===== config.mk =====
export PLATFORM = sky130hd
export DESIGN_NAME = bsn_ctrl
export DESIGN_NICKNAME = d
export VERILOG_FILES = /design/src/bitonic_sorting_network_unit_assert.svh /design/src/bsn_pkg.sv /design/src/bsn_ctrl.sv
export SDC_FILE = /design/constraint.sdc
export NUM_CORES = 1
export LEC_CHECK = 0
export ABC_AREA = 1
export BUFFER_PORTS_ARGS = -buffer_cell sky130_fd_sc_hd__buf_4
export CORE_ASPECT_RATIO = 1.1
export CORE_MARGIN = 2
export CORE_UTILIZATION = 37
export DETAILED_ROUTE_END_ITERATION = 10
export PLACE_DENSITY = 0.66
export SLEW_MARGIN = 20
export SYNTH_ARGS = -nofsm -noshare
export SYNTH_HDL_FRONTEND = slang
export SYNTH_SLANG_ARGS = --single-unit

===== constraint.sdc =====
create_clock -name clk -period 2.2 [get_ports clk]
set_clock_uncertainty 0.05 [all_clocks]
set_input_delay 0.11 -clock clk [delete_from_list [all_inputs] [get_ports clk]]
set_output_delay 0.11 -clock clk [all_outputs]
set_load 0.02 [all_outputs]

===== src/bitonic_sorting_network_unit_assert.svh =====
// ----------------------------------------------------------------------------
// Bitonic sorting network assertion macros
// Shared property wrappers, clocked on clk and disabled while arst_n is low.
// ----------------------------------------------------------------------------
`ifndef BITONIC_SORTING_NETWORK_UNIT_ASSERT_SVH
`define BITONIC_SORTING_NETWORK_UNIT_ASSERT_SVH

// Condition must never hold.
`define BSN_ASSERT_NEVER(lbl, expr) \
	lbl: assert property (@(posedge clk) disable iff (!arst_n) !(expr)) \
		else $error("bsn: forbidden condition seen");

// Antecedent implies consequent in the next cycle.
`define BSN_ASSERT_NEXT(lbl, ante, cons) \
	lbl: assert property (@(posedge clk) disable iff (!arst_n) (ante) |=> (cons)) \
		else $error("bsn: next-cycle implication failed");

// Antecedent implies consequent in the same cycle.
`define BSN_ASSERT_SAME(lbl, ante, cons) \
	lbl: assert property (@(posedge clk) disable iff (!arst_n) (ante) |-> (cons)) \
		else $error("bsn: same-cycle implication failed");

`endif


===== src/bsn_pkg.sv =====
// ----------------------------------------------------------------------------
// Bitonic sorting network package
// Command type between controller and datapath, fixed widths.
// ----------------------------------------------------------------------------
`default_nettype none

package bsn_pkg;

	// Holds a stage bit index for set sizes up to 2^8.
	localparam int unsigned BIT_W = 3;
	localparam int unsigned DATA_W = 32;

	typedef logic [BIT_W-1:0] bit_sel_t;

	typedef struct packed {
		logic     shift;    // move store down one place, load value at top
		logic     exch;     // run one compare-exchange stage
		logic     flip;     // flip stage, else half-cleaner stage
		bit_sel_t bit_sel;  // top bit of the stage's partner mask
	} dp_cmd_t;

endpackage

`default_nettype wire


===== src/bsn_ctrl.sv =====
// ----------------------------------------------------------------------------
// Bitonic sorting network controller
// Sequences load, network stages and drain; drives the stream handshakes.
// ----------------------------------------------------------------------------
`default_nettype none

module bsn_ctrl
	import bsn_pkg::*;
#(
	parameter int unsigned LOG2_COUNT = 5
) (
	input  wire logic clk,
	input  wire logic arst_n,
	input  wire logic s_tvalid,
	output logic      s_tready,
	output logic      m_tvalid,
	input  wire logic m_tready,
	output logic      m_tlast,
	output dp_cmd_t   cmd
);

	localparam int unsigned COUNT = 1 << LOG2_COUNT;

	typedef enum logic [1:0] {
		ST_LOAD,
		ST_SORT,
		ST_DRAIN
	} state_t;

	state_t                state_q;
	logic [LOG2_COUNT-1:0] cnt_q;
	bit_sel_t              lvl_q;
	bit_sel_t              bit_q;
	logic                  flip_q;

	logic in_beat;
	logic out_beat;
	logic cnt_end;

	assign s_tready = (state_q == ST_LOAD);
	assign m_tvalid = (state_q == ST_DRAIN);
	assign in_beat  = s_tvalid && s_tready;
	assign out_beat = m_tvalid && m_tready;
	assign cnt_end  = (cnt_q == LOG2_COUNT'(COUNT - 1));
	assign m_tlast  = m_tvalid && cnt_end;

	always_comb begin
		cmd         = '0;
		cmd.shift   = in_beat || out_beat;
		cmd.exch    = (state_q == ST_SORT);
		cmd.flip    = flip_q;
		cmd.bit_sel = flip_q ? lvl_q : bit_q;
	end

	always_ff @(posedge clk or negedge arst_n) begin
		if (!arst_n) begin
			state_q <= ST_LOAD;
			cnt_q   <= '0;
			lvl_q   <= '0;
			bit_q   <= '0;
			flip_q  <= 1'b1;
		end else begin
			case (state_q)
				ST_LOAD: begin
					if (in_beat) begin
						cnt_q <= cnt_q + 1'b1;
						if (cnt_end) begin
							state_q <= ST_SORT;
							lvl_q   <= '0;
							flip_q  <= 1'b1;
						end
					end
				end
				ST_SORT: begin
					// Advance: flip, then half-cleaners from lvl-1 down to 0.
					if (flip_q && lvl_q != '0) begin
						flip_q <= 1'b0;
						bit_q  <= lvl_q - 1'b1;
					end else if (!flip_q && bit_q != '0) begin
						bit_q <= bit_q - 1'b1;
					end else if (lvl_q == BIT_W'(LOG2_COUNT - 1)) begin
						state_q <= ST_DRAIN;
						flip_q  <= 1'b1;
						lvl_q   <= '0;
					end else begin
						lvl_q  <= lvl_q + 1'b1;
						flip_q <= 1'b1;
					end
				end
				ST_DRAIN: begin
					if (out_beat) begin
						cnt_q <= cnt_q + 1'b1;
						if (cnt_end) begin
							state_q <= ST_LOAD;
						end
					end
				end
				default: begin
					state_q <= ST_LOAD;
				end
			endcase
		end
	end

endmodule

`default_nettype wire


# Yosys cells after proc, flatten, opt, wreduce, memory -nomap -nowiden

Index checks and enable logic that the tools add are counted.

Bits in registers: 14
Bits in latches: 0
RAM bits: 0
Memory bits (read-only): 0
Logic and storage cells: 64
Memories: 0

Add/subtract/negate cells: 4
Multipliers: 0
Div/mod/pow operators: 0
$lt $le $gt $ge: 0
Equal/unequal tests: 12
Shift operators: 0
Muxes and demuxes: 25
Bitwise gates (word level): 0
Reductions and logical operators: 18

Operator list:

| cell                  | count |
|---|---|
| $mux W3               | 8 |
| $mux W2               | 7 |
| $mux W5               | 2 |
| $ne A2 B1 Y1 const B  | 5 |
| $pmux W5 S2           | 1 |
| $reduce_and A7 Y1     | 1 |
| $pmux W2 S3           | 1 |
| $pmux W3 S2           | 1 |
| $reduce_bool A2 Y1    | 3 |
| $reduce_bool A3 Y1    | 2 |
| $sub A3 B1 Y3 const B | 2 |
| $add A5 B1 Y5 const B | 1 |
| $eq A5 B5 Y1 const B  | 1 |
| $logic_and A1 B1 Y1   | 5 |
| $reduce_and A5 Y1     | 1 |
| $mux W1               | 4 |
| $ne A2 B2 Y1 const B  | 2 |
| $reduce_and A4 Y1     | 1 |
| $add A3 B1 Y3 const B | 1 |
| $eq A3 B3 Y1 const B  | 1 |
| $ne A3 B3 Y1 const B  | 1 |
| $reduce_and A3 Y1     | 1 |
| $eq A2 B1 Y1 const B  | 1 |
| $eq A2 B2 Y1 const B  | 1 |
| other kinds (5)       | 5 |

# Longest topological paths before layout

Gate-level depths: netlist of run 1.

Word-level depth: 5
Gate-level depth with buffers: 11
Depth with buffers taken out: 11

# Least setup slack after synthesis of run 1

Ideal clock, no wire load.

Path type: flip-flop to flip-flop
Start: register lvl_q[0]
End: register bit_q[2]
Library setup time: 0.117 ns
Data arrival time: 1.395 ns
Slack: 0.638 ns
Stages on the path, launching flop included: 11
Period minus slack after synthesis: 1.562 ns
Cells stage by stage: dfrtp_1 -> inv_1 -> ha_1 -> nand2_1 -> nand2_1 -> nand2_1 -> o21ai_0 -> ha_1 -> nand3b_1 -> nand3_1 -> nand2_1

Longest elaborated chain between the ends: 4
Elaborated cells between the ends (all ways): 6
Those cells by class: add/sub: 1; mux: 1; reduce/logical: 4

Ends and longest elaborated chain:

| what                                                  | RTL line       | RTL |
|---|---|---|
| from (decl)                                           | bsn_ctrl.sv:32 | `bit_sel_t lvl_q;` |
| from (signal assigned)                                | bsn_ctrl.sv:86 | `lvl_q <= lvl_q + 1'b1;` |
| branches (longest 4 deep; another with $sub A3 B1 Y3) | --             |  |
| to (signal assigned)                                  | bsn_ctrl.sv:78 | `bit_q <= lvl_q - 1'b1;` |
| to (signal assigned)                                  | bsn_ctrl.sv:80 | `bit_q <= bit_q - 1'b1;` |
| to (decl)                                             | bsn_ctrl.sv:33 | `bit_sel_t bit_q;` |

Several ways; the timed one is not identified.
A chain may end at the register's enable or synchronous reset.

# Final worst setup path of run 1

Start: register cnt_q[0]
End: output m_tlast

Longest elaborated chain between the ends: 2

Ends and longest elaborated chain:

| what                   | RTL line       | RTL |
|---|---|---|
| from (decl)            | bsn_ctrl.sv:31 | `logic [LOG2_COUNT-1:0] cnt_q;` |
| from (signal assigned) | bsn_ctrl.sv:66 | `cnt_q <= cnt_q + 1'b1;` |
| from (signal assigned) | bsn_ctrl.sv:92 | `cnt_q <= cnt_q + 1'b1;` |
| $eq A5 B5 Y1           | bsn_ctrl.sv:44 | `assign cnt_end = (cnt_q == LOG2_COUNT'(COUNT - 1));` |
| $logic_and A1 B1 Y1    | bsn_ctrl.sv:45 | `assign m_tlast = m_tvalid && cnt_end;` |
| to (decl)              | bsn_ctrl.sv:18 | `output logic m_tlast,` |

Every way passes these cells.

==> impl_metrics.toml, run 1 <==
[sta]
setup_viol = 0
min_period_ns = 1.76
fmax_mhz = 569
worstMarginPinSlew_ns = 0.256
drv_slew = 0
slew_headroom_pct = 82.7
period_share_pct = 79.9
rsz0062_at_grt = "false"
hold_viol_final = 0
tns_ns = 0

[pwr]
p_per_area_nw_per_um2 = 1450
max-vdd-ir-drop_uv = 680
cellLeakagePower_nw = 0.547

[synth]
synth-seq-cells = 14
syn_inst = 112
avgSynthCellArea_um2 = 8.17
ys_seq_area_share_pct = 38.4
synth_area_um2 = 915
yosys.cell_types.count = 25
syn_nets = 121
yosysWarnings = 0

[job]
cap_violations = 0

[layout]
nFillCells = 232
final_nets = 137
fin_cells = 157
area_delta_synth_final_pct = 17.6
drive_gt1_share_pct = 26.0
final_area_um2 = 1080
antenna_cells = 0

[global_routing]
grt_start_max_net_pins = 15
grt.total_usage_pct = 13.4
grt-ovfl-total = 0
first_global_vias = 694
grt_first_pass_wirelength_um = 2930
antenna_found_initial = 0

[cts]
cts_tree = "yes"
cts_buffers = 3
cts_resized = 0
clockBufferDepth = 2
clkTransAtPathRegs_ns = 0.09
h-tree-depth = 1
insertion_delay_ns = 0.28
cts_sinks = 14
clk_root_buffer_cell = "clkbuf_4"

[worst_setup_path]
end_kind = "output port"
path_class = "reg -> out"
worstPathRequired_ns = 2.04
worstPathMaxFanout = 3
crit_path_start_kind = "flip-flop"
crit_arrival_ns = 1.60

[route]
firstDrtPassIters = 4
drt_iter0_markers = 15
ant_nets = 0
via_count = 735
wirelength_um = 1650
wl_per_cell_um = 10.5
viasPerCell = 4.68
drc = 0

[place]
gp_congestion = 0.800
dp_hpwl_um = 1300
postPlaceCellArea_um2 = 1030
placed_cells = 152
port_buffers = 12

[die]
die-area_um2 = 2890
pin_count = 13
start_util_pct = 39.8
die_x_um = 51.4
fp-row-count = 18
coreArea_um2 = 2300
die_h_um = 56.1

[run_status]
outcome = "completed"

[worst_hold_path]
holdCritPathClass = "in -> reg"
==> final cells by class <==
class / instances / area [um^2] / share of cell area [%]
inverters: 13 / 48.8 / 4.53
well taps: 30 / 37.5 / 3.49
flip-flops and latches: 14 / 352 / 32.7
multi-input cells: 83 / 502 / 46.6
clock buffers: 4 / 36.3 / 3.37
repair buffers: 13 / 100 / 9.30
==> per-layer routing <==
metal,global-route usage [%],vias to the layer above,share of wire [%]
met4,5.26,0,0.79
met3,3.49,2,4.1
met5,0,-,0
li1,-,382,-
met1,18.6,338,49
met2,19.6,13,46
==> stage by stage <==
| stage | total power, W | setup slack (ns) | hold WS [ns] | util, % |
|---|---|---|---|---|
| finish | 0.00156 | 0.441 | 0.102 | 46.8 |
| global route | 0.00173 | 0.274 | 0.107 | 46.8 |
| CTS | 0.00158 | 0.428 | 0.104 | 46.8 |
| detailed placement | 0.00139 | 0.492 | -0.0782 | 44.8 |
| global placement | 0.00137 | 0.494 | -0.0754 | 44.8 |
| floorplan | 0.00116 | 0.638 | -0.236 | - |
==> sequential cells by signal, indices dropped and copies added, names as in the netlist <==
signal   flops
flip_q       1
bit_q        3
lvl_q        3
state_q      2
cnt_q        5
==> power by group <==
group,switching (W),internal [W]
combinational,0.000519,0.000353
clock,0.0000893,0.000101
sequential,0.000129,0.000374
total,0.000737,0.000827
==> cell usage after synthesis (all sizes together) <==
cell type | instances | share of area [%]
nor2 | 9 | 5.1
dfrtp | 13 | 36
inv | 13 | 5.3
nand3 | 10 | 6.8
xor2 | 2 | 2.7
buf | 2 | 1.4
a21oi | 2 | 1.5
or2 | 1 | 0.68
dfstp | 1 | 2.9
nand3b | 1 | 0.82
xnor2 | 2 | 2.7
o21ai | 12 | 6.6
nand2 | 39 | 21
ha | 5 | 6.8
==> path summary, 6_finish.rpt <==
check,from,endpoint,slack (ns),cells past startpoint
max,cnt_q[0],m_tlast,0.44,7
min,m_tready,cnt_q[4],0.10,4
max reg2reg,lvl_q[1],bit_q[2],0.47,10
min reg2reg,cnt_q[2],cnt_q[2],0.48,1
max in group asynchronous,arst_n,flip_q,1.71,2
min in group asynchronous,arst_n,lvl_q[2],0.15,2
==> timing repair <==
item,CTS,global route
hold buffers,1,0
endpoints found under the hold margin,14,0
buffers inserted,0,0
==> placed cells by master (no fill, tap or decap), drive strengths merged <==
cell and instances:
xor2 2, xnor2 2, o21ai 12, nand3 10, clkbuf 4, nor2 9
dfrtp 13, inv 13, dfstp 1, ha 5, nand2 39, dlygate4sd3 1
or2 1, buf 12, nand3b 1, a21oi 2
==> logic make-up after synthesis <==
| logic type | after synthesis | share of synthesized area (%) |
|---|---|---|
| buffers and inverters | 15 | 6.70 |
| AND/OR/NAND/NOR | 60 | 34.5 |
| AO/OA/AOI/OAI | 14 | 8.07 |
| XOR/XNOR | 4 | 5.47 |
| flip-flops | 14 | 38.4 |
| adder cells (fa/ha/maj) | 5 | 6.84 |
==> critical path: stages (launching register included) <==
cell and delay [ns]:
dfrtp_1 0.43, ha_1 0.24, nand2_1 0.07, nor2_1 0.10, ha_1 0.20, inv_1 0.05, nor2_1 0.09, buf_4 0.14
(Power assumes the default switching activity.)
==> run 2: changes to the inputs <==
==> constraint.sdc (replaced) <==
create_clock -name clk -period 1.81 [get_ports clk]
set_clock_uncertainty 0.05 [all_clocks]
set_input_delay 0.0905 -clock clk [delete_from_list [all_inputs] [get_ports clk]]
set_output_delay 0.0905 -clock clk [all_outputs]
set_load 0.02 [all_outputs]
==> run 2 against run 1 <==
Against the previous run: sequential cell count is the same; global-route usage is 0.36 points lower; critical endpoint unchanged; final area up 2.3%; core utilization grew 1.1 points; clock-buffer cell count is the same; combinational power rose by 33%; critical path type unchanged; largest cell class unchanged.
==> impl_metrics.toml, run 2 (synthesized netlist as in run 1, its figures left out) <==
[worst_setup_path]
r2r_end = "bit_q[2]"
crit_start = "cnt_q[1]"
end_kind = "output port"
cp_slowest_cell = "dfrtp_1"
crit_arrival_ns = 1.54
r2r_cells = 10
worstPathMaxFanout = 3
worstPathRequired_ns = 1.67
crit_path_start_kind = "flip-flop"
cpMostUsedCell = "nor2_1"
r2r_slack_ns = 0.18
crit_end = "m_tlast"
cp_cell_sequence = "ha_2 -> nand2_1 -> nor2_1 -> ha_1 -> inv_1 -> nor2_1 -> buf_4"
r2r-start = "lvl_q[1]"
crit_path_max_incr_delay_ns = 0.38
path_class = "reg -> out"

[route]
viasPerCell = 4.71
wl_per_cell_um = 10.4
drc = 0
via_count = 758
ant_nets = 0
firstDrtPassIters = 4
drt_iter0_markers = 10
wirelength_um = 1670

[place]
port_buffers = 12
gp_congestion = 0.848
dp_hpwl_um = 1310

[sta]
fmax_mhz = 594
tns_ns = 0
slew_headroom_pct = 81.9
period_share_pct = 93.1
setup_viol = 0
drv_slew = 0
worstMarginPinSlew_ns = 0.271
rsz0062_at_grt = "false"
hold_viol_final = 0
min_period_ns = 1.68

[layout]
top_regs = "cnt_q x5, bit_q x3, lvl_q x3"
drive_gt1_share_pct = 29.0
final_common_cell = "nand2_1"
area_delta_synth_final_pct = 20.4
largest_register_ffs = 5
fin_util_pct = 47.9
final_cell_mix = "nand2_1 (34), buf_4 (16), dfrtp_1 (13), o21ai_0 (11), inv_1 (10)"
nFillCells = 224
antenna_cells = 0
final_nets = 141
regMostFlops = "cnt_q"

[pwr]
max-vdd-ir-drop_uv = 835
cellLeakagePower_nw = 0.558
finalPower_w = 0.00192
p_per_area_nw_per_um2 = 1740

[cts]
cts_sinks = 14
clockBufferDepth = 2
cts_tree = "yes"
clkTransAtPathRegs_ns = 0.08
clk_root_buffer_cell = "clkbuf_4"
cts_buffers = 3
insertion_delay_ns = 0.28
h-tree-depth = 1

[global_routing]
grt.total_usage_pct = 13.0
antenna_found_initial = 0
grt_start_max_net_pins = 15
grt-ovfl-total = 0
first_global_vias = 655
grt_first_pass_wirelength_um = 2820

[worst_hold_path]
holdCritPathClass = "in -> reg"
holdPathStages = 4

[die]
pin_count = 13
die_x_um = 51.4
die-area_um2 = 2890
coreArea_um2 = 2300
die_h_um = 56.1
start_util_pct = 39.8
fp-row-count = 18

[run_status]
outcome = "completed"

[job]
cap_violations = 0
run 2: cell count changes in the layout (fill, tap and decap cells not counted), sizes merged:
cell  previous run  this run
buf             12        16
run 2: worst min-delay path by stage:
stage                     startpoint       end
after floorplan               arst_n  bit_q[0]
after global routing        m_tready  cnt_q[1]
final                       m_tready  cnt_q[1]
after detailed placement      arst_n  lvl_q[2]
after global placement        arst_n  lvl_q[1]
after CTS                   m_tready  cnt_q[1]
run 2: routing by layer:
layer	GRT usage (%)	vias up	routed length [um]
met5	0	-	0
met4	5.64	0	23
met3	2.42	4	66
met2	20.9	19	802
met1	16.8	343	777
li1	-	392	-
run 2: area by class of cell:
type,instances,area [um^2],share of cell area (%)
clock buffers,4,26.3,2.39
inverters,13,48.8,4.43
multi-input cells,83,507,46.0
flip-flops and latches,14,352,31.9
well taps,30,37.5,3.41
repair buffers,17,130,11.8
run 2: critical path, delay by kind of cell (launching register included):
family                   cells  cell delay (ns)
buffers and inverters        2             0.21
adder cells (fa/ha/maj)      2             0.40
flip-flops                   1             0.38
AND/OR/NAND/NOR              3             0.27
run 2: repair_timing:
item / in CTS / in global routing
resized for setup: 0 / 2
buffers inserted: 0 / 1
hold buffers: 1 / 0
endpoints found under the hold margin: 14 / 0
setup endpoints to repair: 0 / 6
run 2: metrics by stage:
step / instances / setup slack [ns] / instance area [um^2] / hold slack [ns]
final: 161 / 0.125 / 1100 / 0.0856
after global routing: 161 / 0.0000460 / 1100 / 0.104
after detailed placement: 155 / 0.121 / 1050 / -0.0958
after floorplan: 112 / 0.248 / 915 / -0.255
after global placement: 155 / 0.175 / 1050 / -0.0980
after CTS: 160 / 0.0322 / 1090 / 0.0835
run 2: power breakdown:
part / internal (W) / total (W) / switching [W] / leakage, nW
clock: 0.0000854 / 0.000184 / 0.0000989 / 0.0150
sequential: 0.000453 / 0.000568 / 0.000115 / 0.177
combinational: 0.000483 / 0.00116 / 0.000681 / 0.367
==> run 3: changes to the inputs <==
--- a/config.mk
+++ b/config.mk
@@ -10,6 +10,7 @@
 export CORE_ASPECT_RATIO = 1.1
 export CORE_MARGIN = 2
 export CORE_UTILIZATION = 37
+export CTS_BUF_LIST = sky130_fd_sc_hd__clkbuf_4
 export DETAILED_ROUTE_END_ITERATION = 10
 export PLACE_DENSITY = 0.66
 export SLEW_MARGIN = 20
==> run 3 against run 2 <==
Against the previous run: combinational power hardly changed; register-to-register slack hardly changed; via count stayed put; final area is 0.34% higher; highest routed layer unchanged.
==> impl_metrics.toml, run 3 (synthesized netlist as in run 1, its figures left out) <==
[run_status]
outcome = "completed"

[global_routing]
grt.total_usage_pct = 13.0
first_global_vias = 655
grt-ovfl-total = 0
grt_start_max_net_pins = 15
antenna_found_initial = 0
grt_first_pass_wirelength_um = 2820

[layout]
final_cell_mix = "nand2_1 (34), buf_4 (16), dfrtp_1 (13), o21ai_0 (11), inv_1 (10)"
top_regs = "cnt_q x5, bit_q x3, lvl_q x3"
antenna_cells = 0
regMostFlops = "cnt_q"
largest_register_ffs = 5
drive_gt1_share_pct = 29.8
fin_util_pct = 48.1
final_nets = 141
area_delta_synth_final_pct = 20.8
nFillCells = 222
final_common_cell = "nand2_1"

[worst_setup_path]
crit_end = "m_tlast"
r2r_cells = 10
worstPathRequired_ns = 1.67
r2r-start = "lvl_q[1]"
r2r_end = "bit_q[2]"
worstPathMaxFanout = 3
crit_path_start_kind = "flip-flop"
cpMostUsedCell = "nor2_1"
crit_arrival_ns = 1.54
crit_start = "cnt_q[1]"
end_kind = "output port"
crit_path_max_incr_delay_ns = 0.38
r2r_slack_ns = 0.18
cp_slowest_cell = "dfrtp_1"
path_class = "reg -> out"
cp_cell_sequence = "ha_2 -> nand2_1 -> nor2_1 -> ha_1 -> inv_1 -> nor2_1 -> buf_4"

[route]
wl_per_cell_um = 10.3
wl_met1_um = 774
firstDrtPassIters = 4
drt_iter0_markers = 10
highest_layer = "met4"
wl_met2_um = 798
wirelength_um = 1660
drc = 0
viasPerCell = 4.71
met3_length_um = 66
ant_nets = 0
via_count = 758

[cts]
clkTransAtPathRegs_ns = 0.08
cts_buffers = 3
cts_sinks = 14
clockBufferDepth = 2
clk_root_buffer_cell = "clkbuf_4"
cts_tree = "yes"
h-tree-depth = 1
insertion_delay_ns = 0.27

[job]
cap_violations = 0

[worst_hold_path]
holdCritPathClass = "in -> reg"

[sta]
min_period_ns = 1.68
setup_viol = 0
fmax_mhz = 594
period_share_pct = 93.0
setup_ws_ns = 0.127
worstMarginPinSlew_ns = 0.271
tns_ns = 0
slew_headroom_pct = 81.9
drv_slew = 0
hold_viol_final = 0

[die]
fp-row-count = 18
pin_count = 13
die-area_um2 = 2890
start_util_pct = 39.8
die_h_um = 56.1
coreArea_um2 = 2300
die_x_um = 51.4

[place]
place_ws_ns = 0.121
port_buffers = 12
dp_hpwl_um = 1310
gp_congestion = 0.848

[pwr]
p_per_area_nw_per_um2 = 1750
max-vdd-ir-drop_uv = 835
cellLeakagePower_nw = 0.562
-- run 3: cell counts in the layout (fill, tap and decap cells not counted) --
No cell type changed its count.
-- run 3: critical path: cells and delay by family (launching register included) --
family	cells	cell delay, ns
adder cells (fa/ha/maj)	2	0.40
AND/OR/NAND/NOR	3	0.27
flip-flops	1	0.38
buffers and inverters	2	0.21
-- run 3: repair_timing --
| item | in CTS | in global routing |
|---|---|---|
| resized for setup | 0 | 2 |
| setup endpoints to repair | 0 | 6 |
| hold buffers | 1 | 0 |
| buffers inserted | 0 | 1 |
| hold endpoints to repair | 14 | 0 |
-- run 3: per-layer routing --
metal / GRT usage (%) / up-vias
met3: 2.42 / 4
met1: 16.8 / 344
met4: 5.64 / 0
met2: 20.9 / 19
met5: 0 / -
li1: - / 391
-- run 3: worst min path at each step --
stage,from,endpoint,slack [ns],cells after the start
2_1_floorplan,arst_n,bit_q[0],-0.26,0
3_3_place_gp,arst_n,lvl_q[1],-0.1,1
3_5_place_dp,arst_n,lvl_q[2],-0.1,1
4_1_cts,m_tready,cnt_q[1],0.09,4
5_1_grt,m_tready,cnt_q[1],0.10,4
6_report,m_tready,cnt_q[1],0.09,4
-- run 3: through the flow --
step,total power [W],instance area [um^2],hold WS [ns],std cells
after global placement,0.00170,1050,-0.0980,155
after global routing,0.00213,1100,0.103,161
after detailed placement,0.00172,1050,-0.0958,155
after CTS,0.00193,1090,0.0856,160
final,0.00193,1100,0.0871,161
after floorplan,0.00141,915,-0.255,112
-- run 3: area by class of cell --
type / count / area (um^2) / share of cell area (%)
Tap cell: 30 / 37.5 / 3.40
Clock buffer: 4 / 30.0 / 2.72
Multi-Input combinational cell: 83 / 507 / 45.9
Inverter: 13 / 48.8 / 4.42
Sequential cell: 14 / 352 / 31.8
Timing Repair Buffer: 17 / 130 / 11.8
-- run 3: where the power goes --
part | switching (W) | internal, W
sequential | 0.000115 | 0.000453
combinational | 0.000681 | 0.000483
clock | 0.0000980 | 0.000100
total | 0.000894 | 0.00104
